### config.mk
export PLATFORM = sky130hd
export DESIGN_NAME = tehs_ctrl
export DESIGN_NICKNAME = d
export VERILOG_FILES = /design/src/rtl/core/tehs_pkg.sv /design/src/rtl/core/tehs_ctrl.sv
export SDC_FILE = /design/constraint.sdc
export NUM_CORES = 1
export LEC_CHECK = 0
export BUFFER_PORTS_ARGS = -buffer_cell sky130_fd_sc_hd__buf_2
export CAP_MARGIN = 20
export CORE_MARGIN = 10
export CORE_UTILIZATION = 45
export CTS_CLUSTER_DIAMETER = 80
export DETAILED_ROUTE_END_ITERATION = 12
export HOLD_SLACK_MARGIN = 0.12
export PLACE_DENSITY_LB_ADDON = 0.3
export SLEW_MARGIN = 15
export SYNTH_ARGS = -nofsm -noshare
export SYNTH_HDL_FRONTEND = slang
export SYNTH_SLANG_ARGS = --single-unit
### constraint.sdc
create_clock -name clock -period 1.54 [get_ports clock]
set_input_delay 0.154 -clock clock [delete_from_list [all_inputs] [get_ports clock]]
set_output_delay 0.154 -clock clock [all_outputs]
set_load 0.005 [all_outputs]
### src/rtl/core/tehs_pkg.sv
`default_nettype none

package tehs_pkg;

   // Defaults for the top-level parameters
   localparam int QUEUE_DEPTH_DEF = 64;
   localparam int ID_COUNT_DEF    = 64;

   // Fixed field widths
   localparam int ID_W   = 6;
   localparam int TIME_W = 64;
   localparam int ST_W   = 2;

   // Ids that fit the id field; the position table never needs more
   localparam int ID_SLOTS = 1 << ID_W;

   typedef enum logic [ST_W-1:0] {
      ST_OK    = 2'd0,
      ST_FULL  = 2'd1,
      ST_PAST  = 2'd2,
      ST_EMPTY = 2'd3
   } status_type;

   // Heap slot selected for a read
   typedef enum logic [2:0] {
      RA_NONE,
      RA_PARENT,
      RA_LEFT,
      RA_RIGHT,
      RA_ROOT,
      RA_LAST
   } rdaddr_type;

   // Source of the fired id on the response word
   typedef enum logic [1:0] {
      FS_ID,
      FS_ZERO,
      FS_POP
   } fsel_type;

   typedef struct packed {
      logic [ID_W-1:0]   id;
      logic [TIME_W-1:0] key;
   } entry_type;

   // Controller to datapath
   typedef struct packed {
      logic       load;
      rdaddr_type heap_rd;
      logic       pos_rd;
      logic       hole_pos;
      logic       grow;
      logic       mv_up;
      logic       latch_left;
      logic       mv_down;
      logic       place;
      logic       set_now;
      logic       pop_fire;
      logic       pop_mid;
      logic       emit;
      status_type status;
      fsel_type   fsel;
      logic       last;
   } cmd_type;

   // Datapath to controller
   typedef struct packed {
      logic op;
      logic err_time;
      logic err_id;
      logic pend;
      logic full;
      logic empty;
      logic hole_root;
      logic up_go;
      logic rs_down;
      logic dn_end;
      logic right_ok;
      logic dn_stop;
      logic top_eq;
      logic rsp_free;
   } stat_type;

endpackage

`default_nettype wire

### src/rtl/core/tehs_ctrl.sv
`default_nettype none

module tehs_ctrl (
   input  wire logic               clock,
   input  wire logic               reset,
   input  wire logic               req_valid,
   output logic                    req_stall,
   input  wire tehs_pkg::stat_type st,
   output tehs_pkg::cmd_type       cmd
);

   typedef enum logic [4:0] {
      S_IDLE,
      S_DECODE,
      S_POS_W,
      S_RS_RD,
      S_RS_CMP,
      S_UP_RD,
      S_UP_CMP,
      S_DN_L,
      S_DN_R,
      S_DN_C,
      S_PLACE,
      S_TK_NOW,
      S_POP,
      S_POP_M,
      S_TK_CHK,
      S_TK_CMP,
      S_EMIT
   } state_type;

   state_type            state_ff, state_in;
   tehs_pkg::status_type sts_ff, sts_in;
   tehs_pkg::fsel_type   fsel_ff, fsel_in;
   logic                 last_ff, last_in;

   assign req_stall = (state_ff != S_IDLE);

   // Sequencing and micro-commands
   always_comb begin
      cmd        = '0;
      cmd.status = sts_ff;
      cmd.fsel   = fsel_ff;
      cmd.last   = last_ff;
      state_in   = state_ff;
      sts_in     = sts_ff;
      fsel_in    = fsel_ff;
      last_in    = last_ff;
      case (state_ff)
         S_IDLE: begin
            if (req_valid) begin
               cmd.load = 1'b1;
               state_in = S_DECODE;
            end
         end
         S_DECODE: begin
            fsel_in = tehs_pkg::FS_ID;
            last_in = 1'b1;
            if (!st.op) begin
               if (st.err_time) begin
                  sts_in   = tehs_pkg::ST_PAST;
                  state_in = S_EMIT;
               end else if (st.err_id) begin
                  sts_in   = tehs_pkg::ST_FULL;
                  state_in = S_EMIT;
               end else if (!st.pend) begin
                  if (st.full) begin
                     sts_in   = tehs_pkg::ST_FULL;
                     state_in = S_EMIT;
                  end else begin
                     cmd.grow = 1'b1;
                     state_in = S_UP_RD;
                  end
               end else begin
                  cmd.pos_rd = 1'b1;
                  state_in   = S_POS_W;
               end
            end else if (st.empty) begin
               sts_in   = tehs_pkg::ST_EMPTY;
               fsel_in  = tehs_pkg::FS_ZERO;
               state_in = S_EMIT;
            end else begin
               cmd.heap_rd = tehs_pkg::RA_ROOT;
               state_in    = S_TK_NOW;
            end
         end
         S_POS_W: begin
            cmd.hole_pos = 1'b1;
            state_in     = S_RS_RD;
         end
         S_RS_RD: begin
            if (st.hole_root) begin
               state_in = S_DN_L;
            end else begin
               cmd.heap_rd = tehs_pkg::RA_PARENT;
               state_in    = S_RS_CMP;
            end
         end
         S_RS_CMP: begin
            // parent is already read: reuse it for the first sift-up compare
            state_in = st.rs_down ? S_DN_L : S_UP_CMP;
         end
         S_UP_RD: begin
            if (st.hole_root) begin
               state_in = S_PLACE;
            end else begin
               cmd.heap_rd = tehs_pkg::RA_PARENT;
               state_in    = S_UP_CMP;
            end
         end
         S_UP_CMP: begin
            if (st.up_go) begin
               cmd.mv_up = 1'b1;
               state_in  = S_UP_RD;
            end else begin
               state_in = S_PLACE;
            end
         end
         S_DN_L: begin
            if (st.dn_end) begin
               state_in = S_PLACE;
            end else begin
               cmd.heap_rd = tehs_pkg::RA_LEFT;
               state_in    = S_DN_R;
            end
         end
         S_DN_R: begin
            cmd.latch_left = 1'b1;
            if (st.right_ok) begin
               cmd.heap_rd = tehs_pkg::RA_RIGHT;
            end
            state_in = S_DN_C;
         end
         S_DN_C: begin
            if (st.dn_stop) begin
               state_in = S_PLACE;
            end else begin
               cmd.mv_down = 1'b1;
               state_in    = S_DN_L;
            end
         end
         S_PLACE: begin
            cmd.place = 1'b1;
            if (!st.op) begin
               sts_in   = tehs_pkg::ST_OK;
               fsel_in  = tehs_pkg::FS_ID;
               last_in  = 1'b1;
               state_in = S_EMIT;
            end else begin
               state_in = S_TK_CHK;
            end
         end
         S_TK_NOW: begin
            cmd.set_now = 1'b1;
            state_in    = S_POP;
         end
         S_POP: begin
            cmd.pop_fire = 1'b1;
            cmd.heap_rd  = tehs_pkg::RA_LAST;
            state_in     = S_POP_M;
         end
         S_POP_M: begin
            cmd.pop_mid = 1'b1;
            state_in    = st.empty ? S_TK_CHK : S_DN_L;
         end
         S_TK_CHK: begin
            sts_in  = tehs_pkg::ST_OK;
            fsel_in = tehs_pkg::FS_POP;
            if (st.empty) begin
               last_in  = 1'b1;
               state_in = S_EMIT;
            end else begin
               cmd.heap_rd = tehs_pkg::RA_ROOT;
               state_in    = S_TK_CMP;
            end
         end
         S_TK_CMP: begin
            // another id due now keeps the run going
            last_in  = !st.top_eq;
            state_in = S_EMIT;
         end
         default: begin
            if (st.rsp_free) begin
               cmd.emit = 1'b1;
               state_in = last_ff ? S_IDLE : S_POP;
            end
         end
      endcase
   end

   always_ff @(posedge clock) begin
      if (reset) begin
         state_ff <= S_IDLE;
         sts_ff   <= tehs_pkg::ST_OK;
         fsel_ff  <= tehs_pkg::FS_ID;
         last_ff  <= 1'b0;
      end else begin
         state_ff <= state_in;
         sts_ff   <= sts_in;
         fsel_ff  <= fsel_in;
         last_ff  <= last_in;
      end
   end

endmodule

`default_nettype wire

* Word-level counts from Yosys, hierarchy flattened *
Cells that the tools add are included.

storage, ports and cells
  bits in registers = 10
  bits in latches = 0
  memory bits (writable) = 0
  memory bits (read-only) = 0
  bits of input ports = 17
  output and inout bits = 21
  word-level logic and storage cells = 101
  memories = 0

cells by class
  add/sub/neg operators = 0
  multiply operators = 0
  div/mod/pow operators = 0
  order comparisons = 0
  eq/ne operators = 21
  shift-type cells = 0
  mux-type cells = 64
  bitwise logic cells = 0
  reductions and logical operators = 12

operator list
  operator                                       count
  one-hot mux 5 bit (16 select lines)            1
  two-way mux 5 bit                              10
  == test 5 x 4 -> 1 bit, second input constant  8
  two-way mux 1 bit                              31
  two-way mux 2 bit                              11
  == test 5 x 3 -> 1 bit, second input constant  4
  two-way mux 4 bit                              5
  one-hot mux 3 bit (6 select lines)             1
  nonzero test 17 bit                            1
  OR reduction 16 bit                            1
  one-hot mux 2 bit (3 select lines)             2
  == test 5 x 2 -> 1 bit, second input constant  2
  inequality test 5 bit, second input constant   2
  two-way mux 3 bit                              2
  inequality test 2 bit, second input constant   3
  == test 5 x 1 -> 1 bit, second input constant  1
  logical NOT 5 bit                              1
  AND reduction 5 bit                            1
  nonzero test 5 bit                             1
  one-hot mux 1 bit (4 select lines)             1
  AND reduction 2 bit                            2
  nonzero test 4 bit                             1
  inequality test 3 bit, second input constant   1
  AND reduction 3 bit                            1
  other kinds (3)                                3

* Logic depth before layout (Yosys ltp) *
Gate-level depths: netlist of the first run.

  word-level depth = 6
  mapped depth = 7
  mapped depth without buffers = 5

* Least setup slack after synthesis of the first run *
OpenSTA, ideal clock, no wires.

  kind = flip-flop to flip-flop
  from = reg state_ff[2]
  to = reg sts_ff[0]
  setup time = 0.130 ns
  arrival = 1.353 ns
  path slack = 0.057 ns
  stages on the path, launching flop included = 7
  path buffers = 1
  period minus slack after synthesis = 1.483 ns
  path through = dfxtp_1 > buf_6 > nor4b_4 > a41oi_2 > a311oi_2 > mux2i_1 > nor2_1

on the way
  longest elaborated chain between the ends = 3

RTL lines
  element                                                                  line              source
  start, declared                                                          tehs_ctrl.sv:32   state_type state_ff, state_in;
  start signal, assigned                                                   tehs_ctrl.sv:198  state_ff <= state_in;
  == test 5 x 1 -> 1 bit / == test 5 x 4 -> 1 bit (equally long branches)  tehs_ctrl.sv:49   case (state_ff)
  inequality test 5 bit (no line), or another cell as far along            -
  AND reduction 5 bit (no line)                                            -
  end signal, assigned                                                     tehs_ctrl.sv:194  sts_ff <= tehs_pkg::ST_OK;
  end signal, assigned                                                     tehs_ctrl.sv:199  sts_ff <= sts_in;
  end, declared                                                            tehs_ctrl.sv:33   tehs_pkg::status_type sts_ff, sts_in;

Parallel ways exist; a longest one is shown, timed or not.
A chain may end at the register's enable or synchronous reset.

==> results of run 1 <==
## routing by layer
layer  GRT usage [%]  wire, um
met5               0         0
met4            10.9       494
met3            4.99       998
met2            32.5      2900
met1            25.1      2230
## sequential cells by signal, indices dropped and copies added, names as in the netlist
register	flops
sts_ff	2
fsel_ff	2
state_ff	5
last_ff	1
## worst reg2reg max path: cells and delay by family, from the launching register on
family                 cells  cell delay, ps
AOI/OAI and AO/OA          1             290
DFF                        1             370
buffers and inverters      1             140
and+or+nand+nor            4             930
## final cells by class
type	instances	area (um^2)	area share, %
multi-input combinational	121	952	47.0
clock buffer	4	36.3	1.79
inverter	5	23.8	1.17
sequential	10	219	10.8
tap	28	35.0	1.73
timing repair buffer	100	759	37.5
## what timing repair did
action | CTS | global route
gates resized for setup | 37 | 34
endpoints found under the setup margin | 24 | 25
pin swaps | 10 | 11
setup buffers | 16 | 9
## cells in the mapped netlist (2+ instances only)
library cell / number
a211oi_1: 2
a21boi_0: 2
a21oi_1: 8
a311oi_2: 3
a31oi_1: 2
and2_1: 2
and3_1: 2
buf_2: 6
buf_4: 2
buf_6: 2
dfxtp_1: 10
inv_1: 5
mux2i_1: 2
nand2_1: 15
nand2b_1: 5
nand3_1: 2
nand3b_1: 2
nor2_1: 22
nor2b_1: 3
nor3_1: 8
nor3_2: 3
nor4_1: 2
nor4_4: 2
nor4b_1: 2
o21ai_0: 8
or3_4: 2
## worst max path at each step
stage | from | depth (start not counted) | to
final | state_ff[4]$_SDFFE_PP0P_ | 5 | cmd[18]
after global routing | state_ff[4]$_SDFFE_PP0P_ | 6 | state_ff[0]$_SDFFE_PP0P_
after CTS | state_ff[1]$_SDFFE_PP0P_ | 5 | cmd[17]
after detailed placement | state_ff[2]$_SDFFE_PP0P_ | 6 | state_ff[2]$_SDFFE_PP0P_
after global placement | state_ff[2]$_SDFFE_PP0P_ | 6 | state_ff[0]$_SDFFE_PP0P_
after floorplan | state_ff[2]$_SDFFE_PP0P_ | 6 | sts_ff[0]$_SDFFE_PP0P_
## per-stage QoR
step | TNS (ps) | total power, mW
floorplan | 0 | 1.45
global placement | -1570 | 2.21
detailed placement | -1490 | 2.24
CTS | -1760 | 2.98
global route | -4680 | 3.71
finish | -3590 | 3.62
## power breakdown
group	leakage [nW]	internal, mW	switching (mW)
combinational	0.819	1.41	1.43
clock	0.0210	0.144	0.132
sequential	0.0853	0.366	0.137
## kinds of logic (layout without fill, tap and decap cells)
kind of cell    after synthesis  after routing  synth area share [%]
flops                        10             10                  18.3
xor+xnor                      1              1                 0.803
buf+inv                      17            109                  8.60
simple gates                 78             78                  42.3
compound gates               40             40                  28.1
mux                           2              2                  1.83
==> flow_metrics.py, run 1 <==
metrics = {
    "layout": {
        "fin_area_um2": 2030,
        "stdcell_count": 268,
        "layout_common_cells": "44 x buf_4, 37 x buf_2, 15 x nor2_1, 15 x buf_6, 11 x nand2_1",
        "antenna_cells": 0,
        "nets": 258,
        "areaGrowthSynthToFinish_pct": 85.7,
        "drive_gt1_share_pct": 62.9,
        "nFillCells": 109,
        "final_util_pct": 89.8,
        "final_common_cell": "buf_4",
    },
    "run_status": {
        "status": "finished, violations left",
        "violations": "negative setup slack",
    },
    "worst_setup_path": {
        "r2r_cells": 6,
        "critPathKind": "reg2out",
        "arrival_ps": 1660,
        "cpLargestDelayFamily": "simple AND/OR/NAND/NOR gates",
        "critPathRequiredTime_ps": 1390,
        "slowest_stage": "or3_4",
        "max_stage_delay_ps": 390,
        "reg2reg_from": "state_ff[4]$_SDFFE_PP0P_",
        "endpoint_kind": "primary output",
        "crit_fanout": 4,
        "path_cells": "buf_6 -> or3_4 -> o22a_1 -> nor2_2 -> buf_2",
        "worst-r2r-setup-slack_ps": -270,
        "crit_buf_inv": 2,
        "startpoint_type": "flip-flop",
        "rr_endpoint": "state_ff[0]$_SDFFE_PP0P_",
    },
    "grt": {
        "grt_pass1_vias": 1682,
        "grt-ovfl-total": 0,
        "grt_usage_pct": 20.7,
        "grt_antenna_before_repair": 0,
        "grt_pass1_wl_um": 8560,
        "grt_max_degree": 13,
    },
    "power_and_ir_drop": {
        "peakVddDrop_mv": 1.34,
        "powerDensity_nw_per_um2": 1790,
        "leakagePower_nw": 0.925,
    },
    "min_path": {
        "holdPathEnd": "state_ff[4]$_SDFFE_PP0P_",
        "min_path_cells": 3,
        "min_path_type": "in2reg",
        "hp-start": "st[0]",
    },
    "placement": {
        "hpwl_um": 3350,
        "gp_congestion": 1.02,
        "portBuffers": 37,
        "place_area_um2": 1540,
        "dp.cells": 240,
        "place_ws_ps": -220,
    },
    "route": {
        "routedWlPerCell_um": 24.7,
        "postRouteAntennaNets": 0,
        "drt_iter0_markers": 389,
        "num_vias": 1883,
        "via_per_inst": 7.03,
        "wirelength_um": 6620,
        "drc": 0,
        "dr.pass1.iters": 5,
    },
    "floorplanning": {
        "core_area_um2": 2250,
        "die_area_um2": 4790,
        "die_w_um": 69.2,
        "initial_core_util_pct": 48.4,
        "io_pins": 38,
        "rows": 17,
        "die_h_um": 69.2,
    },
    "synthesis": {
        "syn-num-nets": 165,
        "synth_edf_count": 0,
        "yosysSeqAreaShare_pct": 18.3,
        "ys_types": 50,
        "ys_seq_elements": 10,
        "synthTopCellsByArea": "dfxtp_1 18%, nor2_1 7.6%, nand2_1 5.2%",
        "synthArstFlopShare_pct": 0,
        "ys.flop_type": "dfxtp_1",
        "yosysTopAreaCell": "dfxtp_1",
        "ys_warn_count": 0,
        "synth_top_area_share_pct": 18.3,
        "synthesis.area_um2": 1090,
        "syn_inst": 148,
        "syn_area_per_cell_um2": 7.37,
    },
    "sta": {
        "hold_slack_ps": 214,
        "maxSlewViolCount": 0,
        "final.min_clock_period_ps": 1810,
        "fmax_mhz": 551,
        "hold_viol": 0,
        "setup_ws_ps": -275,
        "worst_pin_slew_ps": 385,
        "post-route-period-util_pct": 118,
        "fin_skew_ps": 5.12,
        "rsz0062_at_grt": "yes",
        "setup_viol": 23,
        "slew_headroom_pct": 74.1,
    },
    "clock_network": {
        "htree_levels": 1,
        "clock_sinks": 10,
        "hold_buffers": 0,
        "clock_path_buffers": 2,
        "cts_buffers": 3,
        "cts_tree": "built",
        "root_buffer": "clkbuf_4",
        "worstSkewPairLatency_ps": 280,
        "path_clk_slew_ps": 100,
    },
    "flow_run": {
        "drv_cap": 0,
    },
}
No activity file was read; power rests on OpenSTA's default activity.
==> run 2: changes to the inputs <==
--- a/config.mk
+++ b/config.mk
@@ -5,14 +5,16 @@
 export SDC_FILE = /design/constraint.sdc
 export NUM_CORES = 1
 export LEC_CHECK = 0
+export ABC_AREA = 1
 export BUFFER_PORTS_ARGS = -buffer_cell sky130_fd_sc_hd__buf_2
 export CAP_MARGIN = 20
 export CORE_MARGIN = 10
-export CORE_UTILIZATION = 45
+export CORE_UTILIZATION = 44
 export CTS_CLUSTER_DIAMETER = 80
 export DETAILED_ROUTE_END_ITERATION = 12
 export HOLD_SLACK_MARGIN = 0.12
 export PLACE_DENSITY_LB_ADDON = 0.3
+export SKIP_CTS_REPAIR_TIMING = 1
 export SLEW_MARGIN = 15
 export SYNTH_ARGS = -nofsm -noshare
 export SYNTH_HDL_FRONTEND = slang
==> run 2 against run 1 <==
Sequential power is 2% lower. Die area is 3.2% lower. Worst hold slack worse by 3.5 ps. Worst setup slack better by 140 ps. Maximum frequency is 8.4% higher. Via count is 20% lower. Combinational power is 27% lower. Non-clock buffer count is 36 lower. Sequential share of layout area is 1.7 points higher. Global-route usage is 5.8 points lower. First-iteration DRC count is 77% lower. Design area is 15% lower. The flow still finishes with violations (negative setup slack).
==> flow_metrics.py, run 2 <==
metrics = {
    "synthesis": {
        "synthesis.area_um2": 1020,
        "ys.flop_type": "dfxtp_1",
        "synthTopCellsByArea": "dfxtp_1 20%, nand2_1 18%, nor2_1 18%",
        "yosysSeqAreaShare_pct": 19.6,
        "ys_warn_count": 0,
        "synth_top_cells_by_count": "50 x nand2_1, 49 x nor2_1, 20 x inv_1",
        "ys_types": 22,
        "syn_area_per_cell_um2": 5.20,
        "yosysMostFrequentCell": "nand2_1",
        "synth_top_area_share_pct": 19.6,
        "synthArstFlopShare_pct": 0,
        "yosysTopAreaCell": "dfxtp_1",
        "syn_inst": 196,
        "ys_seq_elements": 10,
        "syn-num-nets": 213,
        "synth_edf_count": 0,
    },
    "worst_setup_path": {
        "startpoint_type": "flip-flop",
        "critPathKind": "reg2out",
        "critPathRequiredTime_ps": 1390,
        "arrival_ps": 1520,
        "endpoint_kind": "primary output",
        "max_stage_delay_ps": 340,
        "crit_fanout": 6,
        "path_cells": "buf_6 -> nor2_1 -> nand2_1 -> o21ai_0 -> buf_2",
        "slowest_stage": "dfxtp_2",
    },
    "sta": {
        "setup_ws_ps": -134,
        "post-route-period-util_pct": 109,
        "worst_pin_slew_ps": 377,
        "final.min_clock_period_ps": 1670,
        "fin_skew_ps": 8.34,
        "slew_headroom_pct": 74.7,
        "tns_ps": -568,
        "maxSlewViolCount": 0,
        "rsz0062_at_grt": "yes",
        "fmax_mhz": 597,
        "hold_viol": 0,
        "hold_slack_ps": 210,
        "setup_viol": 10,
    },
    "route": {
        "wirelength_um": 4280,
        "postRouteAntennaNets": 0,
        "routedWlPerCell_um": 14.8,
        "drt_iter0_markers": 90,
        "via_per_inst": 5.18,
        "drc": 0,
        "num_vias": 1503,
        "dr.pass1.iters": 5,
    },
    "clock_network": {
        "htree_levels": 1,
        "cts_buffers": 3,
        "worstSkewPairLatency_ps": 260,
        "clock_path_buffers": 2,
        "cts_tree": "built",
        "path_clk_slew_ps": 60,
        "clock_sinks": 10,
        "root_buffer": "clkbuf_4",
    },
    "layout": {
        "regMostFlops": "state_ff",
        "seqCellArea_um2": 214,
        "final_common_cell": "nand2_1",
        "nFillCells": 169,
        "largestRegisters": "state_ff: 5 flops, fsel_ff: 2 flops, sts_ff: 2 flops",
        "stdcell_count": 290,
        "fin_area_um2": 1720,
        "multiInputGateArea_um2": 887,
        "antenna_cells": 0,
        "areaGrowthSynthToFinish_pct": 68.2,
        "drive_gt1_share_pct": 49.2,
        "largest_register_ffs": 5,
        "layout_common_cells": "38 x nand2_1, 36 x nor2_1, 35 x buf_2",
        "nets": 281,
    },
    "floorplanning": {
        "die_w_um": 68.1,
        "rows": 17,
        "die_h_um": 68.1,
        "io_pins": 38,
        "core_area_um2": 2210,
        "initial_core_util_pct": 46.1,
        "die_area_um2": 4640,
    },
    "power_and_ir_drop": {
        "leakagePower_nw": 0.985,
        "power_mw": 2.73,
        "peakVddDrop_mv": 1.58,
        "powerDensity_nw_per_um2": 1590,
    },
    "grt": {
        "grt_pass1_vias": 1285,
        "grt_antenna_before_repair": 0,
        "grt-ovfl-total": 0,
        "grt_max_degree": 9,
        "grt_usage_pct": 14.9,
        "grt_pass1_wl_um": 5550,
    },
    "run_status": {
        "status": "finished, violations left",
        "violations": "negative setup slack",
    },
    "placement": {
        "place_area_um2": 1360,
        "hpwl_um": 2930,
        "portBuffers": 37,
        "dp.cells": 277,
        "gp_congestion": 0.966,
    },
    "min_path": {
        "min_path_type": "in2reg",
    },
    "flow_run": {
        "drv_cap": 0,
    },
}
run 2: final cells by class:
class | instances | area share, %
clock buffer | 3 | 1.31
inverter | 30 | 7.15
multi-input combinational | 155 | 51.7
sequential | 10 | 12.5
tap | 28 | 2.04
timing repair buffer | 64 | 25.3
run 2: power breakdown:
| group | switching [mW] | internal, mW |
|---|---|---|
| clock | 0.0834 | 0.0900 |
| sequential | 0.128 | 0.366 |
| combinational | 1.18 | 0.882 |
| total | 1.39 | 1.34 |
run 2: per-stage QoR:
step	utilization, %	setup slack [ps]
floorplan	-	225
global placement	61.5	-30.2
detailed placement	61.5	-29.7
CTS	62.5	-266
global route	77.5	-243
finish	77.5	-134
run 2: final timing paths:
check / start / endpoint / slack, ps / depth (start not counted)
hold / removal: st[8] / fsel_ff[0]$_SDFFE_PP0P_ / 210 / 3
setup reg to reg: state_ff[2]$_SDFFE_PP0P_ / state_ff[2]$_SDFFE_PP0P_ / -40 / 11
hold reg to reg: sts_ff[0]$_SDFFE_PP0P_ / sts_ff[0]$_SDFFE_PP0P_ / 460 / 2
setup / recovery: state_ff[3]$_SDFFE_PP0P_ / cmd[17] / -130 / 5
run 2: critical path: cells and delay by family (launching register included):
family                 cells  cell delay, ps
buffers and inverters      2             320
DFF                        1             340
and+or+nand+nor            2             310
AOI/OAI and AO/OA          1             290
run 2: cell families after synthesis:
family | Yosys count | share of synthesized area, %
AO/OA/AOI/OAI | 18 | 9.69
buffers and inverters | 31 | 11.8
flip-flops | 10 | 19.6
AND/OR/NAND/NOR | 137 | 58.9
run 2: layer usage:
layer  up-vias  GRT usage, %  wire length, um
met4         0          5.03               99
met2        73          24.3             2080
met1       663          19.1             1730
li1        751             -                -
met5         -             0                0
met3        16          2.77              372
==> run 3: changes to the inputs <==
--- a/config.mk
+++ b/config.mk
@@ -6,10 +6,13 @@
 export NUM_CORES = 1
 export LEC_CHECK = 0
 export ABC_AREA = 1
+export ABC_CLOCK_PERIOD_IN_PS = 1540
 export BUFFER_PORTS_ARGS = -buffer_cell sky130_fd_sc_hd__buf_2
 export CAP_MARGIN = 20
+export CELL_PAD_IN_SITES_DETAIL_PLACEMENT = 1
+export CELL_PAD_IN_SITES_GLOBAL_PLACEMENT = 2
 export CORE_MARGIN = 10
-export CORE_UTILIZATION = 44
+export CORE_UTILIZATION = 20
 export CTS_CLUSTER_DIAMETER = 80
 export DETAILED_ROUTE_END_ITERATION = 12
 export HOLD_SLACK_MARGIN = 0.12
==> constraint.sdc (replaced) <==
create_clock -name clock -period 1.54 [get_ports clock]
set_input_delay 0.154 -clock clock [delete_from_list [all_inputs] [get_ports clock]]
set_output_delay 0.154 -clock clock [all_outputs]
set_load 0.1 [all_outputs]
==> run 3 against run 2 <==
The run still ends with negative setup slack left. Register-to-register slack got worse by 30 ps. Global-route usage fell by 3.9 points. Largest cell class unchanged. Clock power grew 91%. Sequential share of layout area fell by 1.3 points. Combinational power increased by 37%. Routed wire length increased by 5.1%. Worst setup slack gained 2.4 ps.
==> flow_metrics.py, run 3 (synthesis gave the netlist of run 2 again) <==
metrics = {
    "run_status": {
        "status": "finished, violations left",
        "violations": "negative setup slack",
    },
    "floorplanning": {
        "initial_core_util_pct": 21.2,
        "rows": 25,
        "core_area_um2": 4820,
        "die_h_um": 91.4,
        "io_pins": 38,
        "die_w_um": 91.4,
        "die_area_um2": 8350,
    },
    "route": {
        "dr.pass1.iters": 4,
        "drt_iter0_markers": 44,
        "wirelength_um": 4500,
        "postRouteAntennaNets": 0,
        "routedWlPerCell_um": 13.9,
        "via_per_inst": 4.42,
        "num_vias": 1428,
        "drc": 0,
    },
    "grt": {
        "grt_pass1_vias": 1555,
        "grt_antenna_before_repair": 0,
        "grt-ovfl-total": 0,
        "grt_usage_pct": 10.9,
        "grt_max_degree": 9,
        "grt_pass1_wl_um": 7760,
    },
    "layout": {
        "stdcell_count": 323,
        "largest_register_ffs": 5,
        "final_common_cell": "nand2_1",
        "areaGrowthSynthToFinish_pct": 91.9,
        "regMostFlops": "state_ff",
        "antenna_cells": 0,
        "layout_common_cells": "39 x nand2_1, 33 x nor2_1, 22 x buf_2",
        "largestRegisters": "state_ff: 5 flops, fsel_ff: 2 flops, sts_ff: 2 flops",
        "final_util_pct": 40.6,
        "nets": 274,
        "drive_gt1_share_pct": 49.6,
    },
    "worst_setup_path": {
        "cpLargestDelayFamily": "simple AND/OR/NAND/NOR gates",
        "path_common_cell": "nor2_4",
        "crit_buf_inv": 3,
        "arrival_ps": 1520,
        "path_cells": "nor2_4 -> nand2_4 -> nor2_4 -> nand2_2 -> inv_2 -> nor2_4 -> clkinvlp_4 -> buf_12",
        "startpoint_type": "flip-flop",
        "endpoint_kind": "primary output",
        "max_stage_delay_ps": 370,
        "critPathKind": "reg2out",
        "slowest_stage": "dfxtp_4",
        "crit_fanout": 5,
        "critPathRequiredTime_ps": 1390,
    },
    "clock_network": {
        "htree_levels": 1,
        "clock_sinks": 10,
        "path_clk_slew_ps": 50,
        "worstSkewPairLatency_ps": 230,
        "root_buffer": "clkbuf_8",
        "clock_path_buffers": 2,
        "cts_tree": "built",
        "cts_buffers": 3,
    },
    "sta": {
        "setup_viol": 12,
        "worst_pin_slew_ps": 490,
        "tns_ps": -995,
        "hold_viol": 0,
        "maxSlewViolCount": 0,
        "setup_ws_ps": -131,
        "fin_skew_ps": 1.75,
        "post-route-period-util_pct": 109,
        "slew_headroom_pct": 67.5,
        "final.min_clock_period_ps": 1670,
        "rsz0062_at_grt": "yes",
        "fmax_mhz": 598,
    },
    "power_and_ir_drop": {
        "leakagePower_nw": 0.953,
        "powerDensity_nw_per_um2": 1880,
        "peakVddDrop_mv": 0.685,
        "power_mw": 3.68,
    },
    "min_path": {
        "min_path_type": "in2reg",
    },
    "placement": {
        "gp_congestion": 0.867,
        "hpwl_um": 3910,
        "portBuffers": 37,
        "dp.cells": 312,
        "place_ws_ps": 16.3,
    },
    "flow_run": {
        "drv_cap": 0,
    },
}
## run 3: cell types whose count changed in the layout (fill, tap and decap cells not counted), sizes merged
cell / before / now
buf: 63 / 56
inv: 30 / 26
clkinv: 0 / 1
clkinvlp: 0 / 3
clkbuf: 3 / 4
## run 3: where the power goes
part | internal (mW) | leakage, nW | switching, mW
registers | 0.373 | 0.0854 | 0.163
logic | 0.909 | 0.839 | 1.91
clock network | 0.225 | 0.0288 | 0.106
## run 3: area by class of cell
type / count / area, um^2
Clock buffer: 4 / 55.1
Fill cell: 626 / 2860
Inverter: 30 / 134
Multi-Input combinational cell: 155 / 898
Sequential cell: 10 / 219
Tap cell: 67 / 83.8
Timing Repair Buffer: 57 / 567
## run 3: final timing paths
path	cells after the start	startpoint	end	slack [ps]
max	8	state_ff[2]$_SDFFE_PP0P_	cmd[18]	-130
max reg2reg	11	state_ff[2]$_SDFFE_PP0P_	sts_ff[1]$_SDFFE_PP0P_	-70
min reg2reg	2	sts_ff[0]$_SDFFE_PP0P_	sts_ff[0]$_SDFFE_PP0P_	470
min	3	st[13]	fsel_ff[0]$_SDFFE_PP0P_	240
## run 3: routing by layer
metal	share of wire, %	GRT usage [%]
met1	44	12.9
met2	52	19.4
met3	4.5	3.37
met4	0.36	1.31
met5	0	0
## run 3: through the flow
step                      area (um^2)  hold slack (ps)
after floorplan                  1120              223
after global placement           1710              350
after detailed placement         1710              350
after CTS                        1760             97.4
after global routing             1960              253
final                            1960              235
## run 3: worst min-delay path, cell delays in order
cell     delay (ps)
buf_2           130
nand3_1          80
a21oi_1          60
